## config.mk

```make
export PLATFORM = sky130hd
export DESIGN_NAME = antialiased_line_stepper_core_flat
export DESIGN_NICKNAME = d
export VERILOG_FILES = /design/src/rtl/als_pkg.sv /design/src/rtl/als_if.sv /design/src/rtl/als_divider.sv /design/src/rtl/als_endpoint.sv /design/src/rtl/als_pixel_emit.sv /design/src/rtl/antialiased_line_stepper_core.sv /design/src/flat_wrapper.sv
export VERILOG_INCLUDE_DIRS = /design/src /design/src/rtl
export SDC_FILE = /design/constraint.sdc
export NUM_CORES = 1
export LEC_CHECK = 0
export BUFFER_PORTS_ARGS = -buffer_cell sky130_fd_sc_hd__clkbuf_2
export CAP_MARGIN = 20
export CORE_MARGIN = 5
export CORE_UTILIZATION = 25
export CTS_CLUSTER_DIAMETER = 40
export DETAILED_ROUTE_END_ITERATION = 8
export SETUP_SLACK_MARGIN = 0.1
export SLEW_MARGIN = 20
export SYNTH_ARGS = -nofsm -noshare
export SYNTH_HDL_FRONTEND = slang
export SYNTH_SLANG_ARGS = --single-unit
```

## constraint.sdc

```tcl
create_clock -name clk -period 8.1 [get_ports clk]
set_input_delay 1.62 -clock clk [delete_from_list [all_inputs] [get_ports clk]]
set_output_delay 1.62 -clock clk [all_outputs]
set_load 0.03 [all_outputs]
```

## src/rtl/assert_macros.svh

```systemverilog
// assertion macros used by the rtl core
`ifndef ASSERT_MACROS_SVH
`define ASSERT_MACROS_SVH

`ifndef SYNTHESIS

// check a property on every clock edge outside reset
`define ALS_CHECK(name, clk, rst_n, prop) \
  name: assert property (@(posedge clk) disable iff (!rst_n) (prop)) \
    else $error("als check failed");

// check that a condition implies a consequence outside reset
`define ALS_CHECK_IMP(name, clk, rst_n, ante, cons) \
  name: assert property (@(posedge clk) disable iff (!rst_n) (ante) |-> (cons)) \
    else $error("als implication check failed");

`else

`define ALS_CHECK(name, clk, rst_n, prop)
`define ALS_CHECK_IMP(name, clk, rst_n, ante, cons)

`endif

`endif

```

## src/rtl/als_pkg.sv

```systemverilog
// types and constants of the antialiased line stepper
package als_pkg;

  localparam int COORD_INT_BITS  = 12;
  localparam int COORD_FRAC_BITS = 4;
  localparam int SLOPE_FRAC_BITS = 12;

  localparam int COORD_W  = COORD_INT_BITS + COORD_FRAC_BITS;
  localparam int PIX_W    = COORD_INT_BITS + 1;
  localparam int COV_FRAC = 8;
  localparam int COV_W    = COV_FRAC + 1;
  localparam int FULL_COV = 1 << COV_FRAC;
  localparam int SLOPE_W  = SLOPE_FRAC_BITS + 2;
  localparam int QUO_W    = SLOPE_FRAC_BITS + 1;
  localparam int MINOR_W  = 28;
  localparam int CNT_W    = $clog2(QUO_W);

  localparam logic FUNC_LOAD    = 1'b0;
  localparam logic FUNC_ADVANCE = 1'b1;

  typedef logic [COORD_W-1:0]        coord_t;
  typedef logic [PIX_W-1:0]          pix_t;
  typedef logic [COV_W-1:0]          cov_t;
  typedef logic signed [SLOPE_W-1:0] slope_t;
  typedef logic signed [MINOR_W-1:0] minor_t;
  typedef logic [QUO_W-1:0]          quo_t;

  typedef struct packed {
    pix_t pixel_x;
    pix_t pixel_y;
    logic steep;
    cov_t coverage_first;
    cov_t coverage_second;
    logic last;
  } pair_t;

  typedef struct packed {
    logic   start;
    coord_t num;
    coord_t den;
  } div_req_t;

  typedef struct packed {
    logic done;
    quo_t quo;
  } div_rsp_t;

endpackage

```

## src/rtl/als_if.sv

```systemverilog
// valid/ready channel interfaces for line loads and pixel pairs
interface als_in_if;
  logic                 valid;
  logic                 ready;
  logic                 func;
  als_pkg::coord_t      x_start;
  als_pkg::coord_t      y_start;
  als_pkg::coord_t      x_end;
  als_pkg::coord_t      y_end;

  modport source (output valid, func, x_start, y_start, x_end, y_end, input ready);
  modport sink   (input valid, func, x_start, y_start, x_end, y_end, output ready);
endinterface

interface als_out_if;
  logic           valid;
  logic           ready;
  als_pkg::pix_t  pixel_x;
  als_pkg::pix_t  pixel_y;
  logic           steep;
  als_pkg::cov_t  coverage_first;
  als_pkg::cov_t  coverage_second;
  logic           last;

  modport source (output valid, pixel_x, pixel_y, steep, coverage_first, coverage_second,
                  last, input ready);
  modport sink   (input valid, pixel_x, pixel_y, steep, coverage_first, coverage_second,
                  last, output ready);
endinterface

```

## src/rtl/als_divider.sv

```systemverilog
// iterative restoring divider for the gradient, one quotient bit per cycle
module als_divider (
  input  logic               clk,
  input  logic               rst_n,
  input  als_pkg::div_req_t  req,
  output als_pkg::div_rsp_t  rsp
);

  logic                         busy_r;
  logic                         done_r;
  logic [als_pkg::CNT_W-1:0]    cnt_r;
  als_pkg::coord_t              rem_r;
  als_pkg::coord_t              den_r;
  als_pkg::quo_t                feed_r;
  als_pkg::quo_t                quo_r;

  logic [als_pkg::COORD_W:0]    trial;
  logic [als_pkg::COORD_W:0]    diff;
  logic                         ge;

  // shift in the next numerator bit and try the subtraction
  assign trial = {rem_r, feed_r[als_pkg::QUO_W-1]};
  assign diff  = trial - {1'b0, den_r};
  assign ge    = !diff[als_pkg::COORD_W];

  always_ff @(posedge clk) begin
    if (!rst_n) begin
      busy_r <= 1'b0;
      done_r <= 1'b0;
    end else begin
      done_r <= busy_r && (cnt_r == '0);
      if (req.start) begin
        busy_r <= 1'b1;
      end else if (busy_r && (cnt_r == '0)) begin
        busy_r <= 1'b0;
      end
    end
  end

  // numerator is num << SLOPE_FRAC_BITS; top bits start in the remainder
  always_ff @(posedge clk) begin
    if (req.start) begin
      rem_r  <= req.num >> 1;
      feed_r <= {req.num[0], {als_pkg::SLOPE_FRAC_BITS{1'b0}}};
      den_r  <= req.den;
      cnt_r  <= als_pkg::CNT_W'(als_pkg::SLOPE_FRAC_BITS);
      quo_r  <= '0;
    end else if (busy_r) begin
      rem_r  <= ge ? diff[als_pkg::COORD_W-1:0] : trial[als_pkg::COORD_W-1:0];
      feed_r <= {feed_r[als_pkg::QUO_W-2:0], 1'b0};
      cnt_r  <= cnt_r - als_pkg::CNT_W'(1);
      quo_r  <= {quo_r[als_pkg::QUO_W-2:0], ge};
    end
  end

  assign rsp.done = done_r;
  assign rsp.quo  = quo_r;

endmodule

```

## src/rtl/als_endpoint.sv

```systemverilog
// endpoint setup: rounded major pixel, minor position and end gap
module als_endpoint (
  input  als_pkg::coord_t  major,
  input  als_pkg::coord_t  minor,
  input  als_pkg::slope_t  slope,
  output als_pkg::pix_t    pix,
  output als_pkg::minor_t  minor_pos,
  output als_pkg::cov_t    gap
);

  localparam int CF     = als_pkg::COORD_FRAC_BITS;
  localparam int PROD_W = als_pkg::SLOPE_W + CF + 1;
  localparam int PAD_W  = als_pkg::MINOR_W - als_pkg::COORD_W
                          - (als_pkg::SLOPE_FRAC_BITS - CF);
  localparam logic [CF-1:0] HALF = CF'(1 << (CF - 1));

  logic [als_pkg::COORD_W:0]  a_half;
  logic [CF-1:0]              fr;
  logic signed [CF:0]         offset;
  logic signed [PROD_W-1:0]   prod;
  logic signed [PROD_W-1:0]   prod_fl;

  assign a_half  = {1'b0, major} + {{(als_pkg::COORD_W + 1 - CF){1'b0}}, HALF};
  assign pix     = a_half[als_pkg::COORD_W:CF];
  assign fr      = a_half[CF-1:0];
  // distance from the endpoint to its pixel center, -7/16 .. 8/16
  assign offset  = $signed({1'b0, HALF}) - $signed({1'b0, fr});
  assign prod    = PROD_W'(slope) * PROD_W'(offset);
  assign prod_fl = prod >>> CF;

  assign minor_pos = $signed({{PAD_W{1'b0}}, minor,
                              {(als_pkg::SLOPE_FRAC_BITS - CF){1'b0}}})
                     + als_pkg::MINOR_W'(prod_fl);

  assign gap = als_pkg::COV_W'(als_pkg::FULL_COV)
               - als_pkg::COV_W'({fr, {(als_pkg::COV_FRAC - CF){1'b0}}});

endmodule

```

## src/rtl/als_pixel_emit.sv

```systemverilog
// forms one pixel pair: coordinates and the two weighted coverages
module als_pixel_emit (
  input  als_pkg::pix_t    major,
  input  als_pkg::minor_t  minor,
  input  als_pkg::cov_t    gap,
  input  logic             steep,
  input  logic             last,
  output als_pkg::pair_t   pair
);

  localparam int SF = als_pkg::SLOPE_FRAC_BITS;

  als_pkg::pix_t                  mpix;
  logic [als_pkg::COV_FRAC-1:0]   f;
  als_pkg::cov_t                  f_inv;
  logic [2*als_pkg::COV_W-1:0]    p1;
  logic [2*als_pkg::COV_W-1:0]    p2;

  // floor of the minor position, wraps for the clipper downstream
  assign mpix  = minor[als_pkg::PIX_W+SF-1:SF];
  assign f     = minor[SF-1 -: als_pkg::COV_FRAC];
  assign f_inv = als_pkg::COV_W'(als_pkg::FULL_COV) - {1'b0, f};
  assign p1    = (2*als_pkg::COV_W)'(f_inv) * (2*als_pkg::COV_W)'(gap);
  assign p2    = (2*als_pkg::COV_W)'({1'b0, f}) * (2*als_pkg::COV_W)'(gap);

  assign pair.pixel_x         = steep ? mpix : major;
  assign pair.pixel_y         = steep ? major : mpix;
  assign pair.steep           = steep;
  assign pair.coverage_first  = p1[als_pkg::COV_FRAC +: als_pkg::COV_W];
  assign pair.coverage_second = p2[als_pkg::COV_FRAC +: als_pkg::COV_W];
  assign pair.last            = last;

endmodule

```

## src/rtl/antialiased_line_stepper_core.sv

```systemverilog
// top level of the antialiased line stepper: setup sequencer and pixel pair stepping
//
// usage:
//  - in_ch carries transactions with func: a load transaction (func 0) gives two
//    endpoints in unsigned Q12.4; an advance transaction (func 1) asks for the next
//    pixel pair of the current segment
//  - out_ch carries one pixel pair per advance while a segment is active: first
//    pixel coordinates, steep flag, two coverages (256 is full) and a last flag
//  - after a load transaction, the next possible transaction waits for the setup:
//    the sort and diff states, the restoring divider, collecting the quotient and
//    the endpoint setup state; in_ch.ready is low meanwhile and a load produces
//    no output transaction
//  - advances are taken one per cycle while out_ch does not stall; each pair appears
//    in the output register the cycle after its transaction
//  - an advance with no active segment is consumed and gives nothing
//  - a load while a segment is active drops the old segment
//  - when out_ch stalls, the pending pair holds and in_ch.ready drops until the
//    output register frees up (it is taken in the same cycle when out_ch.ready is high)
//  - reset (rst_n low, synchronous) clears the sequencer, the active flag and
//    out_ch.valid
`include "assert_macros.svh"

module antialiased_line_stepper_core (
  input  logic          clk,
  input  logic          rst_n,
  als_in_if.sink        in_ch,
  als_out_if.source     out_ch
);

  typedef enum logic [2:0] {
    ST_RUN,
    ST_SORT,
    ST_DIFF,
    ST_DIV,
    ST_FIN
  } state_t;

  typedef enum logic [1:0] {
    PH_START,
    PH_INTERIOR,
    PH_END
  } phase_t;

  localparam int PIX_W   = als_pkg::PIX_W;
  localparam int COORD_W = als_pkg::COORD_W;

  // control state
  state_t           st_r,        st_nxt;
  logic             active_r,    active_nxt;
  phase_t           phase_r,     phase_nxt;
  logic             out_valid_r, out_valid_nxt;

  // raw endpoints and ordered setup values
  als_pkg::coord_t  xs_r, ys_r, xe_r, ye_r;
  als_pkg::coord_t  a1_r, m1_r, a2_r, m2_r;
  als_pkg::coord_t  a1_nxt, m1_nxt, a2_nxt, m2_nxt;
  logic             steep_r,     steep_nxt;
  logic             neg_r,       neg_nxt;
  logic             da_zero_r,   da_zero_nxt;

  // stepping state
  als_pkg::slope_t  slope_r,      slope_nxt;
  als_pkg::pix_t    major_pos_r,  major_pos_nxt;
  als_pkg::pix_t    major_stop_r, major_stop_nxt;
  als_pkg::minor_t  minor_acc_r,  minor_acc_nxt;
  als_pkg::cov_t    start_gap_r,  start_gap_nxt;
  als_pkg::minor_t  end_minor_r,  end_minor_nxt;
  als_pkg::cov_t    end_gap_r,    end_gap_nxt;
  als_pkg::pair_t   pair_r,       pair_nxt;

  // handshake
  logic             in_ready;
  logic             in_fire;
  logic             load_fire;
  logic             adv_fire;

  // sort stage
  als_pkg::coord_t  adx, ady;
  logic             steep_c;
  als_pkg::coord_t  sa1, sm1, sa2, sm2;

  // diff stage
  als_pkg::coord_t  da_c;
  logic [COORD_W:0] dm_c;
  logic [COORD_W:0] dm_neg;
  als_pkg::coord_t  adm_c;

  // divider
  als_pkg::div_req_t div_req;
  als_pkg::div_rsp_t div_rsp;
  als_pkg::slope_t   quo_s;

  // endpoint setup
  als_pkg::pix_t    ep1_pix, ep2_pix;
  als_pkg::minor_t  ep1_minor, ep2_minor;
  als_pkg::cov_t    ep1_gap, ep2_gap;

  // pair selection
  logic             interior_ok;
  als_pkg::pix_t    em_major;
  als_pkg::minor_t  em_minor;
  als_pkg::cov_t    em_gap;
  logic             em_last;
  als_pkg::pair_t   em_pair;

  // a new transaction only when the output register is free or being drained
  assign in_ready  = (st_r == ST_RUN) && (!out_valid_r || out_ch.ready);
  assign in_fire   = in_ch.valid && in_ready;
  assign load_fire = in_fire && (in_ch.func == als_pkg::FUNC_LOAD);
  assign adv_fire  = in_fire && (in_ch.func == als_pkg::FUNC_ADVANCE);

  // major axis by slope, then order so the major coordinate rises
  always_comb begin
    adx     = (xe_r >= xs_r) ? (xe_r - xs_r) : (xs_r - xe_r);
    ady     = (ye_r >= ys_r) ? (ye_r - ys_r) : (ys_r - ye_r);
    steep_c = ady > adx;
    sa1     = steep_c ? ys_r : xs_r;
    sm1     = steep_c ? xs_r : ys_r;
    sa2     = steep_c ? ye_r : xe_r;
    sm2     = steep_c ? xe_r : ye_r;
  end

  // deltas for the divider; the minor delta never exceeds the major delta
  assign da_c   = a2_r - a1_r;
  assign dm_c   = {1'b0, m2_r} - {1'b0, m1_r};
  assign dm_neg = -dm_c;
  assign adm_c  = dm_c[COORD_W] ? dm_neg[COORD_W-1:0] : dm_c[COORD_W-1:0];

  assign div_req.start = (st_r == ST_DIFF);
  assign div_req.num   = adm_c;
  assign div_req.den   = da_c;

  als_divider u_div (
    .clk   (clk),
    .rst_n (rst_n),
    .req   (div_req),
    .rsp   (div_rsp)
  );

  assign quo_s = $signed({1'b0, div_rsp.quo});

  als_endpoint u_ep_start (
    .major     (a1_r),
    .minor     (m1_r),
    .slope     (slope_r),
    .pix       (ep1_pix),
    .minor_pos (ep1_minor),
    .gap       (ep1_gap)
  );

  als_endpoint u_ep_end (
    .major     (a2_r),
    .minor     (m2_r),
    .slope     (slope_r),
    .pix       (ep2_pix),
    .minor_pos (ep2_minor),
    .gap       (ep2_gap)
  );

  // which pair the next advance produces: start, interior or end endpoint
  assign interior_ok = major_pos_r < major_stop_r;

  always_comb begin
    if (phase_r == PH_START) begin
      em_major = major_pos_r;
      em_minor = minor_acc_r;
      em_gap   = start_gap_r;
      em_last  = 1'b0;
    end else if ((phase_r == PH_INTERIOR) && interior_ok) begin
      em_major = major_pos_r;
      em_minor = minor_acc_r;
      em_gap   = als_pkg::COV_W'(als_pkg::FULL_COV);
      em_last  = 1'b0;
    end else begin
      em_major = major_stop_r;
      em_minor = end_minor_r;
      em_gap   = end_gap_r;
      em_last  = 1'b1;
    end
  end

  als_pixel_emit u_emit (
    .major (em_major),
    .minor (em_minor),
    .gap   (em_gap),
    .steep (steep_r),
    .last  (em_last),
    .pair  (em_pair)
  );

  // sequencer next state
  always_comb begin
    st_nxt         = st_r;
    active_nxt     = active_r;
    phase_nxt      = phase_r;
    out_valid_nxt  = out_valid_r && !out_ch.ready;
    a1_nxt         = a1_r;
    m1_nxt         = m1_r;
    a2_nxt         = a2_r;
    m2_nxt         = m2_r;
    steep_nxt      = steep_r;
    neg_nxt        = neg_r;
    da_zero_nxt    = da_zero_r;
    slope_nxt      = slope_r;
    major_pos_nxt  = major_pos_r;
    major_stop_nxt = major_stop_r;
    minor_acc_nxt  = minor_acc_r;
    start_gap_nxt  = start_gap_r;
    end_minor_nxt  = end_minor_r;
    end_gap_nxt    = end_gap_r;
    pair_nxt       = pair_r;

    case (st_r)
      ST_RUN: begin
        if (load_fire) begin
          // old segment is dropped
          active_nxt = 1'b0;
          st_nxt     = ST_SORT;
        end else if (adv_fire && active_r) begin
          out_valid_nxt = 1'b1;
          pair_nxt      = em_pair;
          if (em_last) begin
            active_nxt = 1'b0;
            phase_nxt  = PH_END;
          end else begin
            minor_acc_nxt = minor_acc_r + als_pkg::MINOR_W'(slope_r);
            major_pos_nxt = major_pos_r + PIX_W'(1);
            phase_nxt     = PH_INTERIOR;
          end
        end
      end
      ST_SORT: begin
        steep_nxt = steep_c;
        if (sa2 < sa1) begin
          a1_nxt = sa2;
          m1_nxt = sm2;
          a2_nxt = sa1;
          m2_nxt = sm1;
        end else begin
          a1_nxt = sa1;
          m1_nxt = sm1;
          a2_nxt = sa2;
          m2_nxt = sm2;
        end
        st_nxt = ST_DIFF;
      end
      ST_DIFF: begin
        neg_nxt     = dm_c[COORD_W];
        da_zero_nxt = (da_c == '0);
        st_nxt      = ST_DIV;
      end
      ST_DIV: begin
        if (div_rsp.done) begin
          // coincident major coordinates give a gradient of one
          if (da_zero_r) begin
            slope_nxt = als_pkg::SLOPE_W'(1 << als_pkg::SLOPE_FRAC_BITS);
          end else begin
            slope_nxt = neg_r ? -quo_s : quo_s;
          end
          st_nxt = ST_FIN;
        end
      end
      ST_FIN: begin
        major_pos_nxt  = ep1_pix;
        minor_acc_nxt  = ep1_minor;
        start_gap_nxt  = ep1_gap;
        major_stop_nxt = ep2_pix;
        end_minor_nxt  = ep2_minor;
        end_gap_nxt    = ep2_gap;
        phase_nxt      = PH_START;
        active_nxt     = 1'b1;
        st_nxt         = ST_RUN;
      end
      default: begin
        st_nxt = ST_RUN;
      end
    endcase
  end

  // sequencer state and registered outputs
  always_ff @(posedge clk) begin
    if (!rst_n) begin
      st_r        <= ST_RUN;
      active_r    <= 1'b0;
      phase_r     <= PH_START;
      out_valid_r <= 1'b0;
      pair_r      <= '0;
    end else begin
      st_r        <= st_nxt;
      active_r    <= active_nxt;
      phase_r     <= phase_nxt;
      out_valid_r <= out_valid_nxt;
      pair_r      <= pair_nxt;
    end
  end

  // datapath registers
  always_ff @(posedge clk) begin
    if (load_fire) begin
      xs_r <= in_ch.x_start;
      ys_r <= in_ch.y_start;
      xe_r <= in_ch.x_end;
      ye_r <= in_ch.y_end;
    end
    a1_r         <= a1_nxt;
    m1_r         <= m1_nxt;
    a2_r         <= a2_nxt;
    m2_r         <= m2_nxt;
    steep_r      <= steep_nxt;
    neg_r        <= neg_nxt;
    da_zero_r    <= da_zero_nxt;
    slope_r      <= slope_nxt;
    major_pos_r  <= major_pos_nxt;
    major_stop_r <= major_stop_nxt;
    minor_acc_r  <= minor_acc_nxt;
    start_gap_r  <= start_gap_nxt;
    end_minor_r  <= end_minor_nxt;
    end_gap_r    <= end_gap_nxt;
  end

  assign in_ch.ready            = in_ready;
  assign out_ch.valid           = out_valid_r;
  assign out_ch.pixel_x         = pair_r.pixel_x;
  assign out_ch.pixel_y         = pair_r.pixel_y;
  assign out_ch.steep           = pair_r.steep;
  assign out_ch.coverage_first  = pair_r.coverage_first;
  assign out_ch.coverage_second = pair_r.coverage_second;
  assign out_ch.last            = pair_r.last;

  // no transaction is taken while the divider works
  `ALS_CHECK_IMP(a_no_accept_in_div, clk, rst_n, st_r == ST_DIV, !in_ch.ready)
  // a new pair only follows an accepted advance
  `ALS_CHECK_IMP(a_pair_from_advance, clk, rst_n, $rose(out_valid_r), $past(adv_fire))
  // stepping never runs more than one past the end pixel
  `ALS_CHECK_IMP(a_major_bound, clk, rst_n, active_r,
                 {1'b0, major_pos_r} <= ({1'b0, major_stop_r} + (PIX_W + 1)'(1)))
  // gradient magnitude stays within one when the major delta is nonzero
  `ALS_CHECK_IMP(a_quo_bound, clk, rst_n, div_rsp.done && !da_zero_r,
                 div_rsp.quo <= als_pkg::QUO_W'(1 << als_pkg::SLOPE_FRAC_BITS))

endmodule

```

## src/flat_wrapper.sv

```systemverilog
// flat-port wrapper written by rule: the top's interface ports become plain ports
module antialiased_line_stepper_core_flat 
  (clk, rst_n, in_ch_valid, in_ch_func, in_ch_x_start, in_ch_y_start, in_ch_x_end, in_ch_y_end, in_ch_ready, out_ch_valid, out_ch_pixel_x, out_ch_pixel_y, out_ch_steep, out_ch_coverage_first, out_ch_coverage_second, out_ch_last, out_ch_ready);
  als_in_if in_ch_i ();
  als_out_if out_ch_i ();
  input  logic clk;
  input  logic rst_n;
  input wire logic [$bits(in_ch_i.valid)-1:0] in_ch_valid;
  input wire logic [$bits(in_ch_i.func)-1:0] in_ch_func;
  input wire logic [$bits(in_ch_i.x_start)-1:0] in_ch_x_start;
  input wire logic [$bits(in_ch_i.y_start)-1:0] in_ch_y_start;
  input wire logic [$bits(in_ch_i.x_end)-1:0] in_ch_x_end;
  input wire logic [$bits(in_ch_i.y_end)-1:0] in_ch_y_end;
  output wire logic [$bits(in_ch_i.ready)-1:0] in_ch_ready;
  output wire logic [$bits(out_ch_i.valid)-1:0] out_ch_valid;
  output wire logic [$bits(out_ch_i.pixel_x)-1:0] out_ch_pixel_x;
  output wire logic [$bits(out_ch_i.pixel_y)-1:0] out_ch_pixel_y;
  output wire logic [$bits(out_ch_i.steep)-1:0] out_ch_steep;
  output wire logic [$bits(out_ch_i.coverage_first)-1:0] out_ch_coverage_first;
  output wire logic [$bits(out_ch_i.coverage_second)-1:0] out_ch_coverage_second;
  output wire logic [$bits(out_ch_i.last)-1:0] out_ch_last;
  input wire logic [$bits(out_ch_i.ready)-1:0] out_ch_ready;
  assign in_ch_i.valid = in_ch_valid;
  assign in_ch_i.func = in_ch_func;
  assign in_ch_i.x_start = in_ch_x_start;
  assign in_ch_i.y_start = in_ch_y_start;
  assign in_ch_i.x_end = in_ch_x_end;
  assign in_ch_i.y_end = in_ch_y_end;
  assign in_ch_ready = in_ch_i.ready;
  assign out_ch_valid = out_ch_i.valid;
  assign out_ch_pixel_x = out_ch_i.pixel_x;
  assign out_ch_pixel_y = out_ch_i.pixel_y;
  assign out_ch_steep = out_ch_i.steep;
  assign out_ch_coverage_first = out_ch_i.coverage_first;
  assign out_ch_coverage_second = out_ch_i.coverage_second;
  assign out_ch_last = out_ch_i.last;
  assign out_ch_i.ready = out_ch_ready;
  antialiased_line_stepper_core u_core (.clk(clk), .rst_n(rst_n), .in_ch(in_ch_i), .out_ch(out_ch_i));
endmodule
```

After elaboration in Yosys (flattened, before gate mapping)
Index checks and enable logic that the tools add are counted.
W data, S select, Z words.

operators by class
  multipliers = 4
  bitwise logic cells = 3
  $lt $le $gt $ge = 5
  muxes and demuxes = 51
  reductions and logical operators = 26
  equality and inequality tests = 12
  add/sub/neg operators = 21

operator list
  cell                     count
  $mux W16                 12
  $mux W13                 10
  $mux W28                 3
  $sub A16 B16 Y16         5
  $pmux W28 S2             1
  $mux W25                 2
  $mul A14 B5 Y19          2
  $add A16 B4 Y17 const B  2
  $ge A16 B16 Y1           2
  $mux W15                 2
  $add A28 B14 Y28         1
  $sub A9 B8 Y9 const A    3
  $add A25 B15 Y26         1
  $pmux W13 S2             1
  $add A25 B15 Y25         1
  $mux W9                  2
  $mul A8 B9 Y17           1
  $mul A9 B9 Y17           1
  $sub A16 B16 Y17         1
  $sub A17 B16 Y17         1
  $gt A16 B16 Y1           1
  $logic_not A16 Y1        1
  $lt A16 B16 Y1           1
  $neg A16 Y16             1
  other kinds (31)         64

storage, ports and cells
  word-level logic and storage cells = 159
  input bits = 69
  register bits = 347
  output and inout port bits = 48

Longest topological paths before layout
  word-level depth = 9
  mapped depth = 39

Modules after synthesis
A second synthesis with hierarchy kept.

unflattened totals
  cells, all modules = 3717
  area total of the unflattened synthesis = 34613.2 um^2

modules (own cells, without submodules)
  module                         instances  area each (um^2)  cells each  seq. area each (um^2)
  antialiased_line_stepper_core  1          19617.6           1956        8418.1
  als_endpoint                   2          3483.3            431         0.0
  als_pixel_emit                 1          5077.4            605         0.0
  als_divider                    1          2951.6            294         1361.3

Worst setup path after synthesis
No wires, ideal clock.

  path type = flip-flop to flip-flop
  start = reg u_core.ye_r[5]
  end = reg u_core.m2_r[1], data pin
  cell stages (with the launch flop) = 38
  clock period less this slack = 7.717 ns
  path slack = 0.383 ns
  arrival = 7.438 ns
  data required time = 7.821 ns
  cells stage by stage = edfxtp_1 inv_1 ha_1 buf_2 a21oi_1 o21a_1 o221ai_1 o41ai_1 o21ba_2 buf_2 mux2_2 a221oi_1 o2111ai_1 o211ai_1 xnor2_1 ha_1 nand4_1 nor2_1 [2 not listed] o31ai_1 buf_2 buf_2 mux2i_1 inv_1 ha_1 a21o_1 a21o_1 a21o_1 a21o_1 a21oi_1 o21ai_0 or3_1 o31ai_1 buf_4 buf_4 mux2i_1 mux2i_1

between the ends
  longest elaborated chain between the ends = 6

ends and longest elaborated chain
  item                                                       line                                                                        source
  start, declared                                            antialiased_line_stepper_core.sv:54                                         als_pkg::coord_t xs_r, ys_r, xe_r, ye_r;
  start signal, assigned                                     antialiased_line_stepper_core.sv:303                                        ye_r <= in_ch.y_end;
  $sub A16 B16 Y16 / $ge A16 B16 Y1 (equally long branches)  antialiased_line_stepper_core.sv:115                                        ady = (ye_r >= ys_r) ? (ye_r - ys_r) : (ys_r - ye_r);
  $mux W16                                                   antialiased_line_stepper_core.sv:115
  $gt A16 B16 Y1                                             antialiased_line_stepper_core.sv:116                                        steep_c = ady > adx;
  $mux W16, on equally long branches                         antialiased_line_stepper_core.sv:119, antialiased_line_stepper_core.sv:117
  $lt A16 B16 Y1                                             antialiased_line_stepper_core.sv:234                                        if (sa2 < sa1) begin
  $mux W16 (*)                                               antialiased_line_stepper_core.sv:234
  end signal, assigned                                       antialiased_line_stepper_core.sv:308                                        m2_r <= m2_nxt;
  end, declared                                              antialiased_line_stepper_core.sv:55                                         als_pkg::coord_t a1_r, m1_r, a2_r, m2_r;

Every way passes the cells marked *; elsewhere a longest branch is shown, timed or not.
A chain may end at the register's enable or synchronous reset.

Worst setup path after layout
  start = reg u_core.ys_r[5]
  end = reg u_core.m2_r[12], data pin

between the ends
  longest elaborated chain between the ends = 6

ends and longest elaborated chain
  item                                                       line                                                                        source
  start, declared                                            antialiased_line_stepper_core.sv:54
  start signal, assigned                                     antialiased_line_stepper_core.sv:301                                        ys_r <= in_ch.y_start;
  $sub A16 B16 Y16 / $ge A16 B16 Y1 (equally long branches)  antialiased_line_stepper_core.sv:115
  $mux W16                                                   antialiased_line_stepper_core.sv:115
  $gt A16 B16 Y1                                             antialiased_line_stepper_core.sv:116
  $mux W16, on equally long branches                         antialiased_line_stepper_core.sv:119, antialiased_line_stepper_core.sv:117
  $lt A16 B16 Y1                                             antialiased_line_stepper_core.sv:234
  $mux W16 (*)                                               antialiased_line_stepper_core.sv:234

Marks and branches as above.

==> flow_metrics.tcl <==
set metrics [dict create \
    status "finished, final reports clean" \
    clock_skew_ps 32.2 \
    place_ws_ps 14.4 \
    startpoint_type "flip-flop" \
    grt_usage_pct 12.4 \
    antenna_found_initial 1 \
    cpMostUsedCell "a21o_1" \
    core_um2 124000 \
    io_buffers 116 \
    drc 0 \
    routabilityCongestion 0.862 \
    setup_viol_count_final 0 \
    fin_area_um2 36400 \
    die_y_um 363 \
    hpwlAfterDp_um 67500 \
    cp.arrival_ps 8050 \
    die_width_um 363 \
    clk_path_buf_depth 3 \
    ys_types 91 \
    drive_gt1_share_pct 12.6 \
    clk_pin_slew_ps 60 \
    ys_warn_count 0 \
    fin_crit_sh_pct 95.2 \
    cts_tree "done" \
    power.density_nw_per_um2 477 \
    nFillCells 12960 \
    p_leak_uw 0.0160 \
    vias 24187 \
    syn-cell-area_um2 31200 \
    crit_path_max_incr_delay_ps 440 \
    htreeDepth 2 \
    grt_pass1_vias 23349 \
    grt_max_degree 67 \
    final_cell_mix "415 x inv_1, 335 x ha_1, 259 x edfxtp_1, 226 x nor2_1, 222 x nand2_1" \
    hold_buffers 0 \
    cp-end-kind "flip-flop" \
    final_common_cell "inv_1" \
    drt-total-wl_um 84700 \
    ant_nets 0 \
    holdWs_ps 465 \
    dieArea_um2 132000 \
    ys_ff_latch 332 \
    finalMaxSlewViolations 0 \
    peakVddDrop_uv 435 \
    fin_ws_ps 393 \
    critPathRequiredTime_ps 8440 \
    postSynth.asyncResetShare_pct 0 \
    drv_cap 0 \
    grt_pass1_wl_um 131000 \
    area_growth_syn_to_layout_pct 16.8 \
    synth_edf_count 259 \
    drtIter0Drc 1563 \
    tightest_slew_ps 1000 \
    grt_overflow_total 0 \
    clk_latency_ps 630 \
    nets 3981 \
    root_buffer "clkbuf_16" \
    cpMaxStageDelayCell "edfxtp_1" \
    cts_sinks 332 \
    cts_buffers 56 \
    io_pins 117 \
    ys_seq_area_share_pct 29.6 \
    routedWlPerCell_um 16.5 \
    synth.avg_cell_area_um2 9.54 \
    synth_nets 3814 \
    period_needed_ps 7710 \
    crit_type "reg2reg" \
    num_antenna_cells 0 \
    max_freq_mhz 130 \
    post_dp_cell_area_um2 34000 \
    hold_viol 0 \
    p_total_uw 17400 \
    dr.pass1.iters 7 \
    synthFlopType "edfxtp_1" \
    slew_headroom_pct 33.3 \
    fin_util_pct 29.4 \
    rows 129 \
    cp_max_fo 12 \
    via_per_inst 4.72 \
    synthesis.instances 3270 \
    rsz0062_at_grt "yes" \
    initial_core_util_pct 25.2 \
    hold_class "reg2reg" \
]
==> sequential cells by signal, indices dropped and copies added (netlist names), 13 cells and up <==
register               flops
u_core.u_div.quo_r        13
u_core.end_minor_r        21
u_core.major_stop_r       13
u_core.minor_acc_r        25
u_core.u_div.rem_r        16
u_core.out_ch.pixel_x     13
u_core.xs_r               16
u_core.ye_r               16
u_core.xe_r               16
u_core.ys_r               16
u_core.slope_r            14
u_core.a1_r               16
u_core.major_pos_r        13
u_core.a2_r               16
u_core.u_div.den_r        16
u_core.m1_r               16
u_core.m2_r               16
u_core.out_ch.pixel_y     13
==> where the power goes <==
part,switching [uW],internal (uW),total (uW)
clock network,997,1470,2460
logic,6940,5270,12200
registers,248,2470,2720
total,8180,9210,17400
==> layout make-up <==
| class | count | area [um2] | share of cell area (%) |
|---|---|---|---|
| tap | 1637 | 2050 | 5.62 |
| inverter | 419 | 1570 | 4.32 |
| clock buffer | 63 | 1480 | 4.06 |
| clock inverter | 42 | 465 | 1.28 |
| timing repair buffer | 213 | 1470 | 4.03 |
| multi-input combinational | 2415 | 20100 | 55.3 |
| sequential | 332 | 9240 | 25.4 |
==> worst max-delay path, delay by kind of cell, from the launching register on <==
kind            cells  cell delay [ps]
compound gates     18             3590
xor+xnor            1               90
fa+ha+maj           3             1000
buf+inv             5              690
flops               1              440
mux                 4              890
simple gates        4              710
==> per-layer routing <==
layer / GRT usage [%] / vias up / wire, um
li1: - / 11713 / -
met1: 18.4 / 11745 / 40900
met2: 18.9 / 608 / 36000
met3: 2.24 / 119 / 6000
met4: 2.69 / 2 / 1770
met5: 0 / - / 13
==> metrics by stage <==
step,TNS (ps),std cells
after global routing,-23.3,5121
after CTS,0,5093
final,0,5121
after floorplan,0,3270
after global placement,0,4987
after detailed placement,0,4987
==> Yosys cell counts, types with 55 or more instances <==
| cell type | number | area share (%) |
|---|---|---|
| ha_1 | 339 | 14 |
| and2_1 | 111 | 2.2 |
| xnor2_1 | 169 | 4.7 |
| edfxtp_1 | 259 | 25 |
| a21o_1 | 55 | 1.3 |
| fa_1 | 136 | 8.7 |
| xor2_1 | 58 | 1.6 |
| mux2i_1 | 204 | 6.5 |
| inv_1 | 417 | 5.0 |
| dfxtp_1 | 73 | 4.7 |
| o21ai_0 | 118 | 1.9 |
| nor2_1 | 227 | 2.7 |
| nand2_1 | 223 | 2.7 |
| a21oi_1 | 177 | 2.8 |
| clkbuf_1 | 68 | 0.82 |
==> final timing paths <==
check | startpoint | end | slack, ps | depth (start not counted)
max reg2reg | u_core.ys_r[5] | u_core.m2_r[12] | 390 | 35
min | u_core.out_ch.pixel_x[0] | u_core.out_ch.pixel_x[0] | 470 | 2
max | u_core.ys_r[5] | u_core.m2_r[12] | 390 | 35
min reg2reg | u_core.out_ch.pixel_x[0] | u_core.out_ch.pixel_x[0] | 470 | 2
==> cell families after synthesis <==
| kind of cell | Yosys count | synth area share [%] |
|---|---|---|
| and+or+nand+nor | 876 | 13.8 |
| AOI/OAI and AO/OA | 597 | 12.5 |
| buffers and inverters | 523 | 6.52 |
| adders and majority gates | 475 | 22.3 |
| DFF | 332 | 29.6 |
| muxes | 240 | 8.79 |
| xor gates and xnor gates | 227 | 6.37 |
==> what timing repair did <==
item	in CTS	in global routing
pin swaps	1	10
gates cloned	1	3
gates resized for setup	2	43
buffers inserted	0	24
endpoints found under the setup margin	29	75
(Power assumes the default switching activity.)
